<file path="src/hw/rtl/utd_pkg.sv">
// ----------------------------------------------------------------------------
// utd_pkg
// Shared types and constants for the UTF-8 to UTF-16 decoder.
// ----------------------------------------------------------------------------
package utd_pkg;

  // byte classes of the UTF-8 lead byte
  localparam logic [7:0] ASCII_MAX   = 8'h7F;
  localparam logic [7:0] LEAD2_MIN   = 8'hC2;
  localparam logic [7:0] LEAD2_MAX   = 8'hDF;
  localparam logic [7:0] LEAD3_MIN   = 8'hE0;
  localparam logic [7:0] LEAD3_SURR  = 8'hED;
  localparam logic [7:0] LEAD3_MAX   = 8'hEF;
  localparam logic [7:0] LEAD4_MIN   = 8'hF0;
  localparam logic [7:0] LEAD4_MAX   = 8'hF4;

  // limits on the second byte of a sequence
  localparam logic [7:0] CONT_A0     = 8'hA0;
  localparam logic [7:0] CONT_9F     = 8'h9F;
  localparam logic [7:0] CONT_90     = 8'h90;
  localparam logic [7:0] CONT_8F     = 8'h8F;

  // surrogate pair construction
  localparam logic [20:0] SUPP_BASE  = 21'h10000;
  localparam logic [15:0] HIGH_SURR  = 16'hD800;
  localparam logic [15:0] LOW_SURR   = 16'hDC00;

  // restriction on the next continuation byte
  typedef enum logic [2:0] {
    RULE_NONE,
    RULE_MIN_A0,
    RULE_MAX_9F,
    RULE_MIN_90,
    RULE_MAX_8F
  } rule_t;

  // work handed from the front to the back: one byte's results
  typedef struct packed {
    logic [20:0] cp;    // code point, zero on error
    logic        pair;  // emit as a surrogate pair
    logic        done;  // final result of the text
    logic        err;   // text was invalid
  } task_t;

endpackage

</file>
<file path="src/hw/rtl/utd_front.sv">
// ----------------------------------------------------------------------------
// utd_front
// Byte-level UTF-8 validator and code point assembler; one byte per cycle while accept is high.
// ----------------------------------------------------------------------------
module utd_front import utd_pkg::*; (
  input  logic       clk,
  input  logic       rst_n,
  input  logic       wide,
  input  logic       accept,
  input  logic [7:0] byte_in,
  input  logic       last_in,
  output logic       push,
  output task_t      push_task
);

  logic [1:0]  pend_r, pend_nxt;
  logic [20:0] part_r, part_nxt;
  rule_t       rule_r, rule_nxt;
  logic        disc_r, disc_nxt;

  logic        bad;
  logic        emit;
  logic        rule_ok;
  logic [20:0] cp;
  logic [20:0] shifted;

  // second byte limits
  always_comb begin
    unique case (rule_r)
      RULE_NONE:   rule_ok = 1'b1;
      RULE_MIN_A0: rule_ok = (byte_in >= CONT_A0);
      RULE_MAX_9F: rule_ok = (byte_in <= CONT_9F);
      RULE_MIN_90: rule_ok = (byte_in >= CONT_90);
      RULE_MAX_8F: rule_ok = (byte_in <= CONT_8F);
      default:     rule_ok = 1'b1;
    endcase
  end

  // decode one byte against the current sequence state
  always_comb begin
    pend_nxt = pend_r;
    part_nxt = part_r;
    rule_nxt = rule_r;
    disc_nxt = disc_r;
    bad      = 1'b0;
    emit     = 1'b0;
    cp       = {13'd0, byte_in};
    shifted  = {part_r[14:0], byte_in[5:0]};

    if (disc_r) begin
      bad = 1'b1;
    end else if (pend_r == 2'd0) begin
      unique case (byte_in) inside
        [8'h00:ASCII_MAX]: begin
          emit = 1'b1;
        end
        [LEAD2_MIN:LEAD2_MAX]: begin
          pend_nxt = 2'd1;
          part_nxt = {16'd0, byte_in[4:0]};
          rule_nxt = RULE_NONE;
        end
        [LEAD3_MIN:LEAD3_MAX]: begin
          pend_nxt = 2'd2;
          part_nxt = {17'd0, byte_in[3:0]};
          rule_nxt = (byte_in == LEAD3_MIN)  ? RULE_MIN_A0 :
                     (byte_in == LEAD3_SURR) ? RULE_MAX_9F : RULE_NONE;
        end
        [LEAD4_MIN:LEAD4_MAX]: begin
          pend_nxt = 2'd3;
          part_nxt = {18'd0, byte_in[2:0]};
          rule_nxt = (byte_in == LEAD4_MIN) ? RULE_MIN_90 :
                     (byte_in == LEAD4_MAX) ? RULE_MAX_8F : RULE_NONE;
        end
        default: begin
          bad = 1'b1;
        end
      endcase
    end else begin
      if ((byte_in[7:6] != 2'b10) || !rule_ok) begin
        bad = 1'b1;
      end else begin
        rule_nxt = RULE_NONE;
        part_nxt = shifted;
        pend_nxt = pend_r - 2'd1;
        if (pend_r == 2'd1) begin
          emit     = 1'b1;
          cp       = shifted;
          part_nxt = '0;
        end
      end
    end

    // end of text inside a sequence counts as an error
    if (!emit && last_in) begin
      bad = 1'b1;
    end

    if (bad) begin
      pend_nxt = 2'd0;
      part_nxt = '0;
      rule_nxt = RULE_NONE;
      disc_nxt = !last_in;
    end else if (emit) begin
      rule_nxt = RULE_NONE;
    end
  end

  // task for the back end
  always_comb begin
    push           = accept && (emit || bad) && (emit || last_in);
    push_task.cp   = bad ? 21'd0 : cp;
    push_task.pair = !bad && !wide && (cp[20:16] != 5'd0);
    push_task.done = last_in;
    push_task.err  = bad;
  end

  // sequence state
  always_ff @(posedge clk) begin
    if (!rst_n) begin
      pend_r <= 2'd0;
      part_r <= '0;
      rule_r <= RULE_NONE;
      disc_r <= 1'b0;
    end else if (accept) begin
      pend_r <= pend_nxt;
      part_r <= part_nxt;
      rule_r <= rule_nxt;
      disc_r <= disc_nxt;
    end
  end

endmodule

</file>
<file path="src/hw/rtl/utd_queue.sv">
// ----------------------------------------------------------------------------
// utd_queue
// Small register queue of tasks between the front and the back.
// ----------------------------------------------------------------------------
module utd_queue import utd_pkg::*; #(
  parameter int DEPTH = 4
) (
  input  logic  clk,
  input  logic  rst_n,
  input  logic  push,
  input  task_t push_task,
  input  logic  pop,
  output logic  full,
  output logic  empty,
  output task_t head
);

  localparam int PW = (DEPTH > 1) ? $clog2(DEPTH) : 1;
  localparam int CW = $clog2(DEPTH + 1);

  task_t         mem_r [DEPTH];
  logic [PW-1:0] wr_ptr_r, wr_ptr_nxt;
  logic [PW-1:0] rd_ptr_r, rd_ptr_nxt;
  logic [CW-1:0] count_r, count_nxt;

  assign full  = (count_r == CW'(DEPTH));
  assign empty = (count_r == '0);
  assign head  = mem_r[rd_ptr_r];

  // pointer and fill count
  always_comb begin
    wr_ptr_nxt = wr_ptr_r;
    rd_ptr_nxt = rd_ptr_r;
    count_nxt  = count_r;
    if (push) begin
      wr_ptr_nxt = (wr_ptr_r == PW'(DEPTH - 1)) ? '0 : wr_ptr_r + PW'(1);
    end
    if (pop) begin
      rd_ptr_nxt = (rd_ptr_r == PW'(DEPTH - 1)) ? '0 : rd_ptr_r + PW'(1);
    end
    if (push && !pop) begin
      count_nxt = count_r + CW'(1);
    end else if (pop && !push) begin
      count_nxt = count_r - CW'(1);
    end
  end

  always_ff @(posedge clk) begin
    if (!rst_n) begin
      wr_ptr_r <= '0;
      rd_ptr_r <= '0;
      count_r  <= '0;
    end else begin
      wr_ptr_r <= wr_ptr_nxt;
      rd_ptr_r <= rd_ptr_nxt;
      count_r  <= count_nxt;
    end
  end

  // storage
  always_ff @(posedge clk) begin
    if (push) begin
      mem_r[wr_ptr_r] <= push_task;
    end
  end

endmodule

</file>
<file path="src/hw/rtl/utd_back.sv">
// ----------------------------------------------------------------------------
// utd_back
// Expands tasks into code units and holds them in the output register.
// ----------------------------------------------------------------------------
module utd_back import utd_pkg::*; (
  input  logic        clk,
  input  logic        rst_n,
  input  logic        empty,
  input  task_t       head,
  output logic        pop,
  output logic        out_valid,
  input  logic        out_ready,
  output logic [20:0] out_unit,
  output logic        out_item_last,
  output logic        out_done,
  output logic        out_err
);

  logic        valid_r, valid_nxt;
  logic        phase_r, phase_nxt;
  logic [20:0] unit_r, unit_nxt;
  logic        item_last_r, item_last_nxt;
  logic        done_r, done_nxt;
  logic        err_r, err_nxt;

  logic        load;
  logic [20:0] payload;
  logic [15:0] hi_unit;
  logic [15:0] lo_unit;

  assign load    = !valid_r || out_ready;
  assign payload = head.cp - SUPP_BASE;
  assign hi_unit = HIGH_SURR + {6'd0, payload[19:10]};
  assign lo_unit = LOW_SURR | {6'd0, head.cp[9:0]};

  // next output and queue pop
  always_comb begin
    valid_nxt     = valid_r;
    phase_nxt     = phase_r;
    unit_nxt      = unit_r;
    item_last_nxt = item_last_r;
    done_nxt      = done_r;
    err_nxt       = err_r;
    pop           = 1'b0;
    if (load) begin
      valid_nxt = !empty;
      if (!empty) begin
        err_nxt = head.err;
        if (!head.pair) begin
          unit_nxt      = head.cp;
          item_last_nxt = 1'b1;
          done_nxt      = head.done;
          pop           = 1'b1;
        end else if (!phase_r) begin
          unit_nxt      = {5'd0, hi_unit};
          item_last_nxt = 1'b0;
          done_nxt      = 1'b0;
          phase_nxt     = 1'b1;
        end else begin
          unit_nxt      = {5'd0, lo_unit};
          item_last_nxt = 1'b1;
          done_nxt      = head.done;
          phase_nxt     = 1'b0;
          pop           = 1'b1;
        end
      end
    end
  end

  always_ff @(posedge clk) begin
    if (!rst_n) begin
      valid_r <= 1'b0;
      phase_r <= 1'b0;
    end else begin
      valid_r <= valid_nxt;
      phase_r <= phase_nxt;
    end
  end

  always_ff @(posedge clk) begin
    unit_r      <= unit_nxt;
    item_last_r <= item_last_nxt;
    done_r      <= done_nxt;
    err_r       <= err_nxt;
  end

  assign out_valid     = valid_r;
  assign out_unit      = unit_r;
  assign out_item_last = item_last_r;
  assign out_done      = done_r;
  assign out_err       = err_r;

endmodule

</file>
<file path="src/hw/rtl/utf8_to_utf16_decoder.sv">
// ----------------------------------------------------------------------------
// utf8_to_utf16_decoder
// Strict UTF-8 to UTF-16 (or 21-bit code point) stream decoder.
// ----------------------------------------------------------------------------
//  channel | signals                       | contents
//  --------+-------------------------------+---------------------------------
//  in      | in_tvalid/in_tready           | tdata[7:0] byte, tlast end of text
//  out     | out_tvalid/out_tready         | tdata[20:0] unit, [21] last of byte
//          |                               | tlast text done, tuser error
//  cfg     | cfg_valid/cfg_ready           | cfg_data: 1 = whole code points
//
//  one byte per cycle is accepted while the queue has room; a byte that
//  completes a supplementary code point in UTF-16 mode gives two units.
//  the front takes bytes whenever the task queue has room; the back drains
//  the queue into the output register, so each side stalls on its own.
//  reset is synchronous, active low, and leaves the block ready at once.
// ----------------------------------------------------------------------------
module utf8_to_utf16_decoder import utd_pkg::*; #(
  parameter int QUEUE_DEPTH = 4
) (
  input  logic        clk,
  input  logic        rst_n,
  input  logic        in_tvalid,
  output logic        in_tready,
  input  logic [7:0]  in_tdata,   // [7:0] byte_value
  input  logic        in_tlast,
  output logic        out_tvalid,
  input  logic        out_tready,
  output logic [23:0] out_tdata,  // [20:0] code_unit, [21] last_of_item
  output logic        out_tlast,
  output logic        out_tuser,  // [0] error
  input  logic        cfg_valid,
  output logic        cfg_ready,
  input  logic        cfg_data
);

  logic        wide_r;
  logic        accept;
  logic        push;
  logic        pop;
  logic        full;
  logic        empty;
  task_t       push_task;
  task_t       head;
  logic [20:0] unit;
  logic        item_last;

  // configuration register
  assign cfg_ready = 1'b1;

  always_ff @(posedge clk) begin
    if (!rst_n) begin
      wide_r <= 1'b0;
    end else if (cfg_valid && cfg_ready) begin
      wide_r <= cfg_data;
    end
  end

  // input transfer
  assign in_tready = !full;
  assign accept    = in_tvalid && in_tready;

  utd_front u_front (
    .clk       (clk),
    .rst_n     (rst_n),
    .wide      (wide_r),
    .accept    (accept),
    .byte_in   (in_tdata),
    .last_in   (in_tlast),
    .push      (push),
    .push_task (push_task)
  );

  utd_queue #(
    .DEPTH (QUEUE_DEPTH)
  ) u_queue (
    .clk       (clk),
    .rst_n     (rst_n),
    .push      (push),
    .push_task (push_task),
    .pop       (pop),
    .full      (full),
    .empty     (empty),
    .head      (head)
  );

  utd_back u_back (
    .clk           (clk),
    .rst_n         (rst_n),
    .empty         (empty),
    .head          (head),
    .pop           (pop),
    .out_valid     (out_tvalid),
    .out_ready     (out_tready),
    .out_unit      (unit),
    .out_item_last (item_last),
    .out_done      (out_tlast),
    .out_err       (out_tuser)
  );

  // output packing
  assign out_tdata = {2'b00, item_last, unit};

`ifndef SYNTHESIS
  // an error result carries no code and closes both the byte and the text
  a_err_result: assert property (@(posedge clk) disable iff (!rst_n)
    (out_tvalid && out_tuser) |-> (unit == 21'd0 && item_last && out_tlast))
    else $error("error result with code or without end marks");

  // the end of the text is always the last result of its byte
  a_done_last: assert property (@(posedge clk) disable iff (!rst_n)
    (out_tvalid && out_tlast) |-> item_last)
    else $error("text end on a non-final unit");

  // in UTF-16 mode every unit fits in 16 bits
  a_narrow_unit: assert property (@(posedge clk) disable iff (!rst_n)
    (out_tvalid && !wide_r) |-> (unit[20:16] == 5'd0))
    else $error("unit wider than 16 bits in UTF-16 mode");

  // a first surrogate half is followed by its low half
  a_pair_order: assert property (@(posedge clk) disable iff (!rst_n)
    (out_tvalid && out_tready && !item_last) |=>
      (out_tvalid && item_last && unit[15:10] == LOW_SURR[15:10]))
    else $error("high surrogate not followed by low surrogate");
`endif

endmodule

</file>
<file path="config.mk">
export PLATFORM = sky130hd
export DESIGN_NAME = utf8_to_utf16_decoder
export DESIGN_NICKNAME = d
export VERILOG_FILES = /design/src/hw/rtl/utd_pkg.sv /design/src/hw/rtl/utd_front.sv /design/src/hw/rtl/utd_queue.sv /design/src/hw/rtl/utd_back.sv /design/src/hw/rtl/utf8_to_utf16_decoder.sv
export SDC_FILE = /design/constraint.sdc
export NUM_CORES = 1
export LEC_CHECK = 0
export CORE_ASPECT_RATIO = 1.1
export CORE_UTILIZATION = 35
export DETAILED_ROUTE_END_ITERATION = 7
export DONT_BUFFER_PORTS = 1
export PLACE_DENSITY = 0.53
export SYNTH_ARGS = -nofsm -noshare
export SYNTH_HDL_FRONTEND = slang
export SYNTH_SLANG_ARGS = --single-unit
</file>
<file path="constraint.sdc">
create_clock -name clk -period 4.3 [get_ports clk]
set_clock_uncertainty 0.15 [all_clocks]
set_input_delay 0.86 -clock clk [delete_from_list [all_inputs] [get_ports clk]]
set_output_delay 0.86 -clock clk [all_outputs]
set_load 0.005 [all_outputs]
</file>
==> summary.txt <==
Critical path
  – Reg2reg path depth: 9
  – Reg-to-reg startpoint: u_front.pend_r[1]
  – Critical Path AT: 3.28 ns
  – CP startpoint: u_front.pend_r[1]
  – Maximum fanout along the worst path: 17
  – Crit Path Category: register to register
  – R2R Path End: u_queue.count_r[2]
  – Worst setup SP type: register
  – R2R setup slack: 1.23 ns
  – Critical Path RT: 4.50 ns
  – Setup crit end kind: register

Floorplanning
  – Starting Density: 36.0%
  – Die W: 129 microns
  – CORE AREA: 17,100 sq um
  – DIE HEIGHT: 141 microns
  – Overall die area: 18,200 sq um
  – IO Pins: 44
  – FP Rows: 50

Min path
  – Endpoint, Worst Hold: u_front.part_r[9]
  – HP Class: register to register
  – Worst hold path depth: 1
  – Worst Min Path Start: u_front.part_r[9]

Power
  – Pleak: 2.42 nW
  – Sw frac: 26.7%
  – Sw Pwr: 1.19 mW
  – Sequential share of power: 45.1%
  – Total Power: 4.45 mW
  – Power per cell area: 627 nW/um^2
  – Clock power frac: 35.9%
  – Logic pwr share: 19.0%
  – Internal: 3.26 mW
  – VDD IR max: 287 uV

Yosys
  – Ys Warns: 0
  – Largest area contributor in the netlist: edfxtp_1
  – Post-Synthesis Cells: 384
  – Synth area leaders: edfxtp_1, dfxtp_1, mux4_2
  – Post-synth top area share: 58.4%
  – Seq/Total Area, Yosys: 69.1%
  – Asr flop ratio synth: 0%
  – Yosys reg bits: 153
  – Top FF cell, synth: edfxtp_1
  – Post-synth EDFFs: 120
  – Syn_area_per_cell: 16.1 sq um
  – Post-Syn Area: 6170 sq um
  – Yosys cell types: 52

Status
  – Status: completed

Cells and area
  – Ant. Diodes: 0
  – Register area: 4260 sq um
  – Final instance area: 7100 sq um
  – Fillers: 1,561
  – Area Growth Syn to Fin: 15.0%
  – Fraction of layout cells with a size suffix above 1: 21.2%
  – Final #Nets: 416
  – Post-layout instance count excluding filler cells: 640
  – Area of the multi-input gates: 1780 sq um

STA
  – Setup Viol. Count Final: 0
  – RSZ-0062 raised after global routing: false
  – Slew headroom: 32.4%
  – Final hold vios: 0
  – Setup TNS: 0 ns
  – Max Fclk: 326 MHz
  – Slew @ Worst Pin: 1.01 ns
  – Max Slew Vio Count: 0
  – Fin crit period: 3.07 ns
  – Final period utilization: 71.4%
  – Final hold slack: 0.314 ns

Clock network
  – Depth of the CTS H-tree: 4
  – Cts bufs inserted: 17
  – Clk slew on worst S/H paths: 0.06 ns
  – Clock Tree Buf Depth: 2
  – # resized after CTS: 0
  – CTS tree: done
  – Clock Latency Late Sink: 0.42 ns
  – CTS Hold Bufs: 0
  – CTS root buffer: clkbuf_16
  – Clock Sinks: 153
  – # Post-CTS Setup Buffers: 0

Place
  – DP HPWL: 7710 microns
  – Port bufs: 0
  – Cell Count Post-Placement: 608
  – Placed Area: 6440 sq um
  – Routability cong.: 0.864

Route
  – Wirelength per Cell: 19.3 microns
  – Vias per cell: 5.01
  – WL final: 12,300 microns
  – Antenna viol nets, final: 0
  – DR iter-0 viols: 249
  – Drc violations: 0
  – Vias: 3,208
  – Drt pass-1 iters: 4

Global routing
  – First-pass GRT wire length: 19,500 microns
  – Vias in the first global route: 3,356
  – All-layer global routing usage: 15.0%
  – Largest net degree at the start of global routing: 28
  – Initial antenna violation count: 0
  – Gr ovfl total: 0

Flow run
  – Number of max-cap violations: 0
## synth_stat cells (2+ instances only)
master	count
edfxtp_1	120
dfxtp_1	33
mux4_2	24
and2_1	23
nor2_1	19
a21oi_1	14
a32o_1	14
nand2_1	14
inv_1	11
clkbuf_1	10
o21ai_0	8
ha_1	7
mux2_2	7
or2_2	6
nor3_1	5
a211oi_1	4
a22o_1	4
buf_4	4
nand3_1	4
nor2b_1	4
or3_1	4
buf_2	3
or4_1	3
xor2_1	3
a21o_2	2
buf_1	2
conb_1	2
mux2i_1	2
nor3b_1	2
nor4_1	2
o31ai_1	2
xnor2_1	2
## sequential cells by signal, summed over array words and instances (netlist names), named ones only
register / cells
u_queue.count_r: 3
u_front.disc_r: 1
u_front.pend_r: 2
u_front.rule_r: 3
u_back.out_unit: 21
u_back.phase_r: 1
u_queue.wr_ptr_r: 2
u_queue.rd_ptr_r: 2
wide_r: 1
u_back.out_valid: 1
u_queue.mem_r: 96
u_back.out_err: 1
u_front.part_r: 15
u_back.out_item_last: 1
u_back.out_done: 1
## layer usage
metal	vias up	part of all wire (%)	track usage, %
li1	1497	-	-
met1	1628	45	19.3
met2	61	48	23.4
met3	22	3.8	3.96
met4	0	2.3	7.49
met5	-	0	0
## power groups by stage
stage	registers [mW]	logic (mW)	clock network, mW
floorplan	2.01	0.655	0
global placement	2.04	0.855	0
detailed placement	2.05	0.861	0
CTS	2.02	0.866	1.63
global route	2.04	0.954	1.69
finish	2.01	0.846	1.60
## logic make-up after synthesis
| logic type | count (synthesis) | share of synthesized area, % |
|---|---|---|
| other cells | 2 | 0.122 |
| flops | 153 | 69.1 |
| simple gates | 99 | 9.41 |
| mux | 33 | 10.4 |
| xor+xnor | 5 | 0.710 |
| buf+inv | 32 | 2.37 |
| compound gates | 52 | 6.18 |
| fa+ha+maj | 8 | 1.74 |
## per-stage QoR
stage / worst slack (ns) / utilization (%)
floorplan: 0.538 / -
global placement: 0.991 / 37.6
detailed placement: 0.922 / 37.6
CTS: 1.23 / 41.4
global route: 1.05 / 41.4
finish: 1.23 / 41.4
## placed cells by master (no fill, tap or decap), types with 3 or more instances in the layout
cell / netlist / routed
edfxtp_1: 120 / 120
dfxtp_1: 33 / 33
mux4_2: 24 / 24
and2_1: 23 / 23
clkbuf_16: 0 / 21
nor2_1: 19 / 19
nand2_1: 14 / 14
a32o_1: 14 / 14
a21oi_1: 14 / 13
inv_1: 11 / 11
buf_4: 4 / 9
o21ai_0: 8 / 8
mux2_2: 7 / 7
ha_1: 7 / 7
or2_2: 6 / 6
nor3_1: 5 / 5
a211oi_1: 4 / 4
or3_1: 4 / 4
nand3_1: 4 / 4
nor2b_1: 4 / 4
a22o_1: 4 / 4
clkinv_4: 0 / 4
or4_1: 3 / 3
xor2_1: 3 / 3
conb_1: 2 / 3
## cell type report
| class | instances | area share (%) |
|---|---|---|
| clock buffer | 22 | 7.46 |
| inverter | 12 | 0.634 |
| tap | 234 | 4.12 |
| clock inverter | 10 | 1.76 |
| timing repair buffer | 9 | 0.952 |
| multi-input combinational | 200 | 25.0 |
| sequential | 153 | 60.1 |
## worst max-delay path, cell delays in order (launching register included)
cell and delay, ns:
dfxtp_1 0.50, or3_1 0.45, nor2_1 0.23, o31a_1 0.34
ha_1 0.23, inv_1 0.07, fa_1 0.42, xor2_1 0.15
or3_1 0.31, a21oi_1 0.14
## how the worst max path moves through the flow
stage | slack (ns) | depth (start not counted) | end
6_report | 1.23 | 9 | u_queue.count_r[2]
3_5_place_dp | 0.92 | 10 | u_queue.count_r[2]
2_1_floorplan | 0.54 | 9 | u_queue.count_r[2]
5_1_grt | 1.05 | 10 | u_queue.count_r[2]
4_1_cts | 1.23 | 9 | u_queue.count_r[2]
3_3_place_gp | 0.99 | 10 | u_queue.count_r[2]
Power figures use the tool's default switching activity.
